**src/design/unique_id_order_table_unit_macros.svh**
```systemverilog
// ----------------------------------------------------------------------------
// unique_id_order_table_unit assertion macros
// Concurrent checks sampled on clk, disabled while rst_n is low.
// ----------------------------------------------------------------------------
`ifndef UNIQUE_ID_ORDER_TABLE_UNIT_MACROS_SVH
`define UNIQUE_ID_ORDER_TABLE_UNIT_MACROS_SVH

// same-cycle implication
`define UIDOT_ASSERT_NOW(label, ante, cons, msg) \
    label: assert property (@(posedge clk) disable iff (!rst_n) (ante) |-> (cons)) \
        else $error(msg);

// next-cycle implication
`define UIDOT_ASSERT_NEXT(label, ante, cons, msg) \
    label: assert property (@(posedge clk) disable iff (!rst_n) (ante) |=> (cons)) \
        else $error(msg);

`endif

```
**src/design/uidot_pkg.sv**
```systemverilog
// ----------------------------------------------------------------------------
// uidot_pkg
// Types and codes shared by the order table modules.
// ----------------------------------------------------------------------------
package uidot_pkg;

    localparam int ID_W     = 32;
    localparam int QTY_W    = 32;
    localparam int ENTRY_W  = ID_W + QTY_W;
    localparam int COUNT_W  = 7;
    localparam int VOLUME_W = 38;

    localparam logic [1:0] REQ_INSERT = 2'd0;
    localparam logic [1:0] REQ_DELETE = 2'd1;
    localparam logic [1:0] REQ_CLEAR  = 2'd2;

    localparam logic [1:0] STAT_DONE = 2'd0;
    localparam logic [1:0] STAT_MISS = 2'd1;
    localparam logic [1:0] STAT_FULL = 2'd2;

    typedef struct packed {
        logic [1:0]       req_type;
        logic [ID_W-1:0]  order_id;
        logic [QTY_W-1:0] quantity;
    } uidot_req_t;

    typedef struct packed {
        logic [1:0]          status;
        logic [COUNT_W-1:0]  entry_count;
        logic [VOLUME_W-1:0] total_volume;
    } uidot_rsp_t;

    typedef enum logic [1:0] {
        UPD_NONE,
        UPD_ADD,
        UPD_SUB,
        UPD_CLEAR
    } uidot_upd_op_t;

    typedef struct packed {
        logic             valid;
        uidot_upd_op_t    op;
        logic [1:0]       status;
        logic [QTY_W-1:0] qty;
    } uidot_upd_t;

    typedef enum logic [1:0] {
        SEQ_IDLE,
        SEQ_SCAN,
        SEQ_SHIFT
    } uidot_seq_state_t;

endpackage

```
**src/design/unique_id_order_table_unit.sv**
```systemverilog
// Insert and delete search the table one entry per cycle; a delete that hits then
// shifts the tail, one entry per cycle. Clear and unused codes skip the search;
// busy stays low for them, and the table is not read.
// The result strobe is high in the first cycle with busy low; the next request may
// start in that cycle. The receiver cannot stall.
// Reset empties the table (count and volume zero); entry memory is not cleared.
// ----------------------------------------------------------------------------
// unique_id_order_table_unit
// Ordered table of unique order ids with quantities, count and total volume.
// ----------------------------------------------------------------------------
`include "unique_id_order_table_unit_macros.svh"

module unique_id_order_table_unit #(
    parameter int TABLE_CAPACITY = 64
) (
    input  logic                  clk,
    input  logic                  rst_n,
    input  logic                  start,
    output logic                  busy,
    input  uidot_pkg::uidot_req_t req,
    output logic                  done,
    output uidot_pkg::uidot_rsp_t rsp
);

    import uidot_pkg::*;

    localparam int CNT_W   = $clog2(TABLE_CAPACITY + 1);
    localparam int ADDR_W  = $clog2(TABLE_CAPACITY);
    localparam int CNT_X_W = (CNT_W > COUNT_W) ? CNT_W : COUNT_W;
    localparam int SUM_W   = (QTY_W + CNT_W > VOLUME_W) ? QTY_W + CNT_W : VOLUME_W;
    localparam logic [CNT_X_W-1:0] CAP_X = CNT_X_W'(TABLE_CAPACITY);

    logic [CNT_W-1:0]   count_reg, count_next;
    logic [SUM_W-1:0]   sum_reg, sum_next;
    logic               done_reg;
    uidot_rsp_t         rsp_reg, rsp_next;
    logic [CNT_X_W-1:0] count_x;

    logic               ram_we;
    logic [ADDR_W-1:0]  ram_waddr;
    logic [ENTRY_W-1:0] ram_wdata;
    logic [ADDR_W-1:0]  ram_raddr;
    logic [ENTRY_W-1:0] ram_rdata;
    uidot_upd_t         upd;

    uidot_ram #(
        .WIDTH (ENTRY_W),
        .DEPTH (TABLE_CAPACITY)
    ) u_ram (
        .clk   (clk),
        .we    (ram_we),
        .waddr (ram_waddr),
        .wdata (ram_wdata),
        .raddr (ram_raddr),
        .rdata (ram_rdata)
    );

    uidot_seq #(
        .TABLE_CAPACITY (TABLE_CAPACITY)
    ) u_seq (
        .clk       (clk),
        .rst_n     (rst_n),
        .start     (start),
        .busy      (busy),
        .req       (req),
        .count     (count_reg),
        .ram_we    (ram_we),
        .ram_waddr (ram_waddr),
        .ram_wdata (ram_wdata),
        .ram_raddr (ram_raddr),
        .ram_rdata (ram_rdata),
        .upd       (upd)
    );

    always_comb
    begin
        count_next = count_reg;
        sum_next   = sum_reg;
        if (upd.valid)
        begin
            case (upd.op)
                UPD_ADD:
                begin
                    count_next = count_reg + CNT_W'(1);
                    sum_next   = sum_reg + SUM_W'(upd.qty);
                end
                UPD_SUB:
                begin
                    count_next = count_reg - CNT_W'(1);
                    sum_next   = sum_reg - SUM_W'(upd.qty);
                end
                UPD_CLEAR:
                begin
                    count_next = '0;
                    sum_next   = '0;
                end
                default:
                begin
                end
            endcase
        end
        count_x              = CNT_X_W'(count_next);
        rsp_next.status      = upd.status;
        rsp_next.entry_count = count_x[COUNT_W-1:0];
        rsp_next.total_volume = sum_next[VOLUME_W-1:0];
    end

    always_ff @(posedge clk or negedge rst_n)
    begin
        if (!rst_n)
        begin
            count_reg <= '0;
            sum_reg   <= '0;
            done_reg  <= 1'b0;
        end
        else
        begin
            count_reg <= count_next;
            sum_reg   <= sum_next;
            done_reg  <= upd.valid;
        end
    end

    always_ff @(posedge clk)
    begin
        if (upd.valid)
        begin
            rsp_reg <= rsp_next;
        end
    end

    assign done = done_reg;
    assign rsp  = rsp_reg;

    `UIDOT_ASSERT_NOW(a_count_cap, 1'b1, count_reg <= CNT_W'(TABLE_CAPACITY), "count over capacity")
    `UIDOT_ASSERT_NOW(a_full_count, done && rsp.status == STAT_FULL, rsp.entry_count == CAP_X[COUNT_W-1:0], "full status without full table")
    `UIDOT_ASSERT_NOW(a_busy_done, $fell(busy), done, "busy dropped without a result")
    `UIDOT_ASSERT_NEXT(a_clear, start && !busy && req.req_type == REQ_CLEAR, done && rsp.entry_count == '0 && rsp.total_volume == '0, "clear left entries")

endmodule

```
**src/design/uidot_ram.sv**
```systemverilog
// ----------------------------------------------------------------------------
// uidot_ram
// Generic single-write, single-read RAM with registered read data.
// ----------------------------------------------------------------------------
module uidot_ram #(
    parameter int WIDTH = 64,
    parameter int DEPTH = 64
) (
    input  logic                     clk,
    input  logic                     we,
    input  logic [$clog2(DEPTH)-1:0] waddr,
    input  logic [WIDTH-1:0]         wdata,
    input  logic [$clog2(DEPTH)-1:0] raddr,
    output logic [WIDTH-1:0]         rdata
);

    logic [WIDTH-1:0] mem [DEPTH];
    logic [WIDTH-1:0] rdata_reg;

    always_ff @(posedge clk)
    begin
        if (we)
        begin
            mem[waddr] <= wdata;
        end
        rdata_reg <= mem[raddr];
    end

    assign rdata = rdata_reg;

endmodule

```
**src/design/uidot_seq.sv**
```systemverilog
// ----------------------------------------------------------------------------
// uidot_seq
// Sequencer: id search over the table, append, gap-closing shift, and clear.
// ----------------------------------------------------------------------------
module uidot_seq #(
    parameter int TABLE_CAPACITY = 64
) (
    input  logic                                clk,
    input  logic                                rst_n,
    input  logic                                start,
    output logic                                busy,
    input  uidot_pkg::uidot_req_t               req,
    input  logic [$clog2(TABLE_CAPACITY+1)-1:0] count,
    output logic                                ram_we,
    output logic [$clog2(TABLE_CAPACITY)-1:0]   ram_waddr,
    output logic [uidot_pkg::ENTRY_W-1:0]       ram_wdata,
    output logic [$clog2(TABLE_CAPACITY)-1:0]   ram_raddr,
    input  logic [uidot_pkg::ENTRY_W-1:0]       ram_rdata,
    output uidot_pkg::uidot_upd_t               upd
);

    import uidot_pkg::*;

    localparam int CNT_W  = $clog2(TABLE_CAPACITY + 1);
    localparam int ADDR_W = $clog2(TABLE_CAPACITY);

    uidot_seq_state_t  state_reg, state_next;
    logic [CNT_W-1:0]  rd_idx_reg, rd_idx_next;
    logic [ADDR_W-1:0] cmp_idx_reg, cmp_idx_next;
    logic              cmp_vld_reg, cmp_vld_next;
    logic              is_del_reg, is_del_next;
    logic [ID_W-1:0]   id_reg, id_next;
    logic [QTY_W-1:0]  qty_reg, qty_next;

    logic              hit;
    logic              more;

    assign hit  = cmp_vld_reg && (ram_rdata[ENTRY_W-1:QTY_W] == id_reg);
    assign more = rd_idx_reg < count;
    assign busy = state_reg != SEQ_IDLE;

    always_ff @(posedge clk or negedge rst_n)
    begin
        if (!rst_n)
        begin
            state_reg   <= SEQ_IDLE;
            cmp_vld_reg <= 1'b0;
        end
        else
        begin
            state_reg   <= state_next;
            cmp_vld_reg <= cmp_vld_next;
        end
    end

    always_ff @(posedge clk)
    begin
        rd_idx_reg  <= rd_idx_next;
        cmp_idx_reg <= cmp_idx_next;
        is_del_reg  <= is_del_next;
        id_reg      <= id_next;
        qty_reg     <= qty_next;
    end

    always_comb
    begin
        state_next   = state_reg;
        rd_idx_next  = rd_idx_reg;
        cmp_idx_next = cmp_idx_reg;
        cmp_vld_next = 1'b0;
        is_del_next  = is_del_reg;
        id_next      = id_reg;
        qty_next     = qty_reg;
        ram_we       = 1'b0;
        ram_waddr    = count[ADDR_W-1:0];
        ram_wdata    = {id_reg, qty_reg};
        ram_raddr    = rd_idx_reg[ADDR_W-1:0];
        upd          = '0;
        upd.op       = UPD_NONE;
        upd.status   = STAT_DONE;

        unique case (state_reg)
            SEQ_IDLE:
            begin
                if (start)
                begin
                    id_next     = req.order_id;
                    qty_next    = req.quantity;
                    is_del_next = req.req_type == REQ_DELETE;
                    rd_idx_next = '0;
                    case (req.req_type) inside
                        REQ_INSERT, REQ_DELETE:
                        begin
                            state_next = SEQ_SCAN;
                        end
                        REQ_CLEAR:
                        begin
                            upd.valid = 1'b1;
                            upd.op    = UPD_CLEAR;
                        end
                        default:
                        begin
                            upd.valid = 1'b1;
                        end
                    endcase
                end
            end

            SEQ_SCAN:
            begin
                if (hit)
                begin
                    if (is_del_reg)
                    begin
                        qty_next    = ram_rdata[QTY_W-1:0];
                        rd_idx_next = CNT_W'(cmp_idx_reg) + CNT_W'(1);
                        state_next  = SEQ_SHIFT;
                    end
                    else
                    begin
                        upd.valid  = 1'b1;
                        upd.status = STAT_MISS;
                        state_next = SEQ_IDLE;
                    end
                end
                else if (more)
                begin
                    cmp_vld_next = 1'b1;
                    cmp_idx_next = rd_idx_reg[ADDR_W-1:0];
                    rd_idx_next  = rd_idx_reg + CNT_W'(1);
                end
                else if (!cmp_vld_reg)
                begin
                    upd.valid  = 1'b1;
                    state_next = SEQ_IDLE;
                    if (is_del_reg)
                    begin
                        upd.status = STAT_MISS;
                    end
                    else if (count >= CNT_W'(TABLE_CAPACITY))
                    begin
                        upd.status = STAT_FULL;
                    end
                    else
                    begin
                        ram_we  = 1'b1;
                        upd.op  = UPD_ADD;
                        upd.qty = qty_reg;
                    end
                end
            end

            SEQ_SHIFT:
            begin
                if (cmp_vld_reg)
                begin
                    ram_we    = 1'b1;
                    ram_waddr = cmp_idx_reg - ADDR_W'(1);
                    ram_wdata = ram_rdata;
                end
                if (more)
                begin
                    cmp_vld_next = 1'b1;
                    cmp_idx_next = rd_idx_reg[ADDR_W-1:0];
                    rd_idx_next  = rd_idx_reg + CNT_W'(1);
                end
                else if (!cmp_vld_reg)
                begin
                    upd.valid  = 1'b1;
                    upd.op     = UPD_SUB;
                    upd.qty    = qty_reg;
                    state_next = SEQ_IDLE;
                end
            end

            default:
            begin
                state_next = SEQ_IDLE;
            end
        endcase
    end

endmodule
```
**config.mk**
```make
export PLATFORM = sky130hd
export DESIGN_NAME = unique_id_order_table_unit
export DESIGN_NICKNAME = d
export VERILOG_FILES = /design/src/design/uidot_pkg.sv /design/src/design/unique_id_order_table_unit.sv /design/src/design/uidot_ram.sv /design/src/design/uidot_seq.sv
export VERILOG_INCLUDE_DIRS = /design/src /design/src/design
export SDC_FILE = /design/constraint.sdc
export NUM_CORES = 2
export LEC_CHECK = 0
export BUFFER_PORTS_ARGS = -buffer_cell sky130_fd_sc_hd__buf_2
export CAP_MARGIN = 25
export CORE_UTILIZATION = 30
export CTS_CLUSTER_DIAMETER = 120
export DETAILED_ROUTE_END_ITERATION = 10
export PLACE_DENSITY = 0.4
export SLEW_MARGIN = 10
export SYNTH_ARGS = -nofsm -noshare
export SYNTH_HDL_FRONTEND = slang
export SYNTH_HIERARCHICAL = 1
export SYNTH_SLANG_ARGS = --single-unit
```
**constraint.sdc**
```tcl
create_clock -name clk -period 17.3 [get_ports clk]
set_input_delay 1.73 -clock clk [delete_from_list [all_inputs] [get_ports clk]]
set_output_delay 1.73 -clock clk [all_outputs]
set_load 0.02 [all_outputs]
```
---- After elaboration in Yosys (flattened, before gate mapping) ----
Memories as Yosys holds them, arrays and structs flattened. A register that Yosys moved wholly into a read port is not among the register bits.
Cells that the tools add are included.
cells by class
  add/sub/neg operators ................... 7
  multiply operators ...................... 0
  divide/modulo/power cells ............... 0
  order comparisons ....................... 2
  equality and inequality tests ........... 14
  shifts and indexed selects .............. 0
  muxes and demuxes ....................... 63
  bitwise gates (word level) .............. 0
  reductions and logical operators ........ 15
operators by type and width
  operator               number
  $mux W32               8
  $mux W64               2
  $pmux W32 S2           2
  $pmux W39 S3           1
  $mux W37               2
  $pmux W7 S3            2
  $add A39 B32 Y39       1
  $sub A39 B32 Y39       1
  $mux W38               1
  $mux W7                5
  $eq A32 B32 Y1         1
  $mux W2                13
  $mux W6                4
  $mux W1                15
  $add A7 B1 Y7 const B  2
  $pmux W6 S2            1
  $mux W3                3
  $pmux W3 S3            1
  $eq A2 B2 Y1 const B   4
  $reduce_and A2 Y1      4
  $add A6 B1 Y7 const B  1
  $ge A7 B7 Y1 const B   1
  $lt A7 B7 Y1           1
  $sub A7 B1 Y7 const B  1
  other kinds (14)       24
storage, ports and cells
  register bits ........................... 175
  latch bits .............................. 0
  bits in writable memories ............... 4,096
  ROM bits ................................ 0
  bits of input ports ..................... 69
  output and inout bits ................... 49
  word-level logic and storage cells ...... 116
  memories kept ........................... 1
memories
  memory     words  bits a word  rd ports  clocked after Yosys merged registers in  wr ports  RTL line         RTL
  u_ram.mem  64     64           1         1                                        1         uidot_ram.sv:17  logic [WIDTH-1:0] mem [DEPTH];

---- Logic depth before layout (Yosys ltp) ----
  word-level depth ........................ 10
  gate-level depth with buffers ........... 29
  gate-level depth less buffers ........... 27

---- By module ----
Netlist, hierarchy kept.
modules (own cells, without submodules)
  module                      instances  cells each  area each (um^2)  sequential area each (um^2)
  uidot_ram                   1          6,598       156,331.2         124,279.2
  unique_id_order_table_unit  1          635         6,124.6           2,562.5
  uidot_seq                   1          443         5,193.7           2,417.3

---- Worst setup path before layout ----
OpenSTA, ideal clock, no wires.
  path type ............................... register to register
  from .................................... register u_seq.state_reg[0]
  to ...................................... memory u_ram.mem[49][0] (enable)
  setup time .............................. 564 ps
  arrival ................................. 6,672 ps
  required time ........................... 16,736 ps
  setup slack ............................. 10,063 ps
  stages on the path, launching flop included .. 11
  path buffers ............................ 3
  period minus slack after synthesis ...... 7,237 ps
  cells stage by stage .................... dfrtp_1 > inv_1 > ha_1 > clkbuf_1 > nand2_1 > buf_1 > clkbuf_1 > o21ai_0 > nor2b_1 > nand4_1 > nor3_1
on the way
  elaborated cells between the ends (all ways) .. 6
  classes of those cells .................. eq/ne: 2; mux: 4
RTL lines
  item                      RTL line                          RTL
  start: declaration        uidot_seq.sv:27                   uidot_seq_state_t state_reg, state_next;
  start signal: assignment  uidot_seq.sv:51                   state_reg <= state_next;
  $eq A2 B2 Y1              uidot_seq.sv:82                   unique case (state_reg)
  $mux W6                   uidot_seq.sv:82
  named net ram_waddr[4]    unique_id_order_table_unit.sv:40  logic [ADDR_W-1:0] ram_waddr;
  end: declaration          uidot_ram.sv:17
The timed path passes the listed nets, and every way through them passes these cells.

==> metrics.cfg <==
[global_routing]
grt_first_pass_wirelength_mm = 758.6
grt_pass1_vias = 86350
antenna_found_initial = 44
grt_max_degree = 93
gr-total-overflow = 0
gr-usage-all-layers_pct = 19.47

[pwr]
irDropWorstVdd_v = 0.0001078
power_density_over_the_cells_mw_per_mm2 = 154.9
p_total_mw = 30.12
power_leakage_nw = 59.65

[die]
starting_density_of_the_core_pct = 30.11
dieWidth_um = 749.6
top_level_ports = 118
die-height_um = 749.6
die-area_mm2 = 0.5618
core_region_area_mm2 = 0.5568
core.rowCount = 274

[clock_tree]
cts_inserted_buffers = 470
clk_pin_slew_worst_paths_ns = 0.06
worst_skew_pair.late_latency_ns = 1.06
cts.sinks = 4334
clock_tree.root_cell = clkbuf_16
tritoncts = yes
ctsResizeCount = 0
cts.path.max_buffers = 4
cts-htree-levels = 5
post_cts.repair.setup_buffers = 0
hold_buffers = 0

[critical_path]
crit_arrival_ns = 7.93
worst_setup_path_start_kind = flop
critPathKind = reg -> reg
timing.critical_path.mode_cell = a21o_1
critPathCaptureType = flop
worst-endpoint-required_ns = 18.05
critPathMaxFanout = 33
crit_slowest_cell = a211oi_2
largest_incremental_delay_on_the_critical_path_ns = 0.71

[synth]
synth-async-reset-ratio_pct = 1.131
synthesis.yosys.warnings = 6
synth_compound_gate_area_share_pct = 3.231
synth_adder_area_share_pct = 0.4567
synth_largest_area_cell = edfxtp_1
proportion_of_synthesized_chip_area_in_sequential_cells_pct = 77.10
syn-instance-count = 7676
postSynthRegisterBits = 4334
ys.flop_type = edfxtp_1
synthDominantCellAreaShare_pct = 75.61
synth_top_family_by_area = multiplexers
simple_gate_portion_of_the_synthesized_area_pct = 2.123
muxShareOfSynthArea_pct = 15.22
synth.avg_cell_area_um2 = 21.84
ys_types = 83
post-synth-top-count-cell = edfxtp_1
edff_count_synth = 4221
synthTopCellsByCount = edfxtp_1, mux4_2, nor2_1
mappedNetlistNets = 7805
syn-cell-area_mm2 = 0.1676
yosys.area_share.xor_xnor_pct = 0.5538
post_synth_main_area_contributors = edfxtp_1, mux4_2, mux2i_1

[detailed_routing]
antenna_left = 0
via_count = 83660
drt-vias-per-instance = 5.222
dr.pass1.iters = 10
drt_drc = 18
initialDrtViolationCount = 8991
route.final.wire_length_mm = 556.8
routed_wire_length_per_instance_um = 34.76

[timing]
finalSetupViolations = 0
maxSlewViolCount = 0
report.final.hold_viol_count = 0
worst_pin_slew_ns = 1.103
grt_setup_unrepaired = false
fin_worst_skew_ns = 0.09955
accumulated_negative_setup_slack_ns = 0
worst_slack_ns = 10.12
layout_min_cycle_time_ns = 7.176
layout_worst_path_cycle_share_pct = 41.48
clock.fmax_mhz = 139.4
slew_headroom_pct = 26.28

[place]
port_buffers = 117
dp_hpwl_mm = 312.8
globalplace.congestion = 0.7918
placed_area_mm2 = 0.1791
pre_cts_ws_ns = 10.26

[layout]
register_area_mm2 = 0.1293
drive_gt1_share_pct = 27.68
syn_to_final_growth_pct = 15.97
nFillCells = 51660
multiInputGateArea_mm2 = 0.03686
stdcell_area_mm2 = 0.1944
largest_register_ff_count = 4096
layout.nets = 8290

[hold_path]
min-delay-path-class = reg -> reg

[run]
drv_cap = 0

[status]
run_status = finished, violations left
failing_checks = DRC

-- where the power goes --
part	switching, mW	internal [mW]
combinational	4.67	2.82
sequential	0.272	12.5
clock	4.25	5.59
total	9.19	20.9
-- layer usage --
| layer | GRT usage [%] | part of all wire, % | up-vias |
|---|---|---|---|
| met3 | 2.179 | 4.8 | 636 |
| li1 | - | - | 33490 |
| met4 | 4.027 | 2.2 | 6 |
| met2 | 32.72 | 49 | 2538 |
| met1 | 27.36 | 44 | 46990 |
| met5 | 0 | 0.0075 | - |
-- critical path: cells and delay by family, from the launching register on --
family	cells	cell delay, ns
buffers and inverters	3	0.84
AOI/OAI and AO/OA	11	2.65
adders and majority gates	3	0.94
and+or+nand+nor	9	1.82
DFF	1	0.32
xor gates and xnor gates	2	0.31
-- path summary, 6_finish.rpt --
path,startpoint,endpoint,slack (ns),depth (start not counted)
min in group asynchronous,rst_n,u_seq/state_reg[0],0.86,2
max in group asynchronous,rst_n,count_reg[5],15.86,2
setup reg to reg,u_seq/rd_idx_reg[4],rsp[35],10.12,28
hold reg to reg,sum_reg[0],sum_reg[0],0.51,2
hold / removal,sum_reg[0],sum_reg[0],0.51,2
setup / recovery,u_seq/rd_idx_reg[4],rsp[35],10.12,28
-- metrics by stage --
stage | instances | util (%) | hold WS [ns]
detailed placement | 15130 | 32.17 | 0.5053
CTS | 15990 | 34.86 | 0.5172
finish | 16020 | 34.92 | 0.5089
global route | 16010 | 34.92 | 0.5701
floorplan | 7676 | - | 0.4654
global placement | 15090 | 32.04 | 0.4851
-- cells in the final DEF, fill, tap and decap left out, drive strengths merged, types with 25 or more instances in the layout --
| cell | instances |
|---|---|
| o22ai | 85 |
| ha | 58 |
| clkbuf | 611 |
| dfrtp | 49 |
| and2 | 44 |
| xor2 | 25 |
| a21oi | 60 |
| a22o | 90 |
| inv | 64 |
| a211oi | 69 |
| nand2 | 157 |
| o221ai | 40 |
| mux2 | 96 |
| nor2b | 38 |
| or3 | 32 |
| dfxtp | 64 |
| a41oi | 28 |
| edfxtp | 4221 |
| a22oi | 168 |
| bufinv | 28 |
| nand3 | 62 |
| xnor2 | 81 |
| mux4 | 1024 |
| a21o | 27 |
| o21ai | 63 |
| nor2 | 180 |
| mux2i | 137 |
| buf | 438 |
| and3 | 72 |
| or2 | 30 |
| clkinv | 200 |
-- layout make-up --
type | instances | area share, %
sequential | 4334 | 66.48
inverter | 53 | 0.1023
tap | 7452 | 4.796
clock inverter | 249 | 1.164
timing repair buffer | 438 | 1.934
clock buffer | 611 | 6.542
multi-input combinational | 2864 | 18.96
antenna | 19 | 0.02445
-- logic make-up (layout without fill, tap and decap cells) --
group / Yosys count / in the layout
AO/OA/AOI/OAI: 738 / 738
XOR/XNOR: 106 / 106
adder cells (fa/ha/maj): 60 / 60
buffers and inverters: 478 / 1351
flip-flops: 4334 / 4334
multiplexers: 1257 / 1257
other: 0 / 19
AND/OR/NAND/NOR: 703 / 703
(Power assumes the default switching activity.)
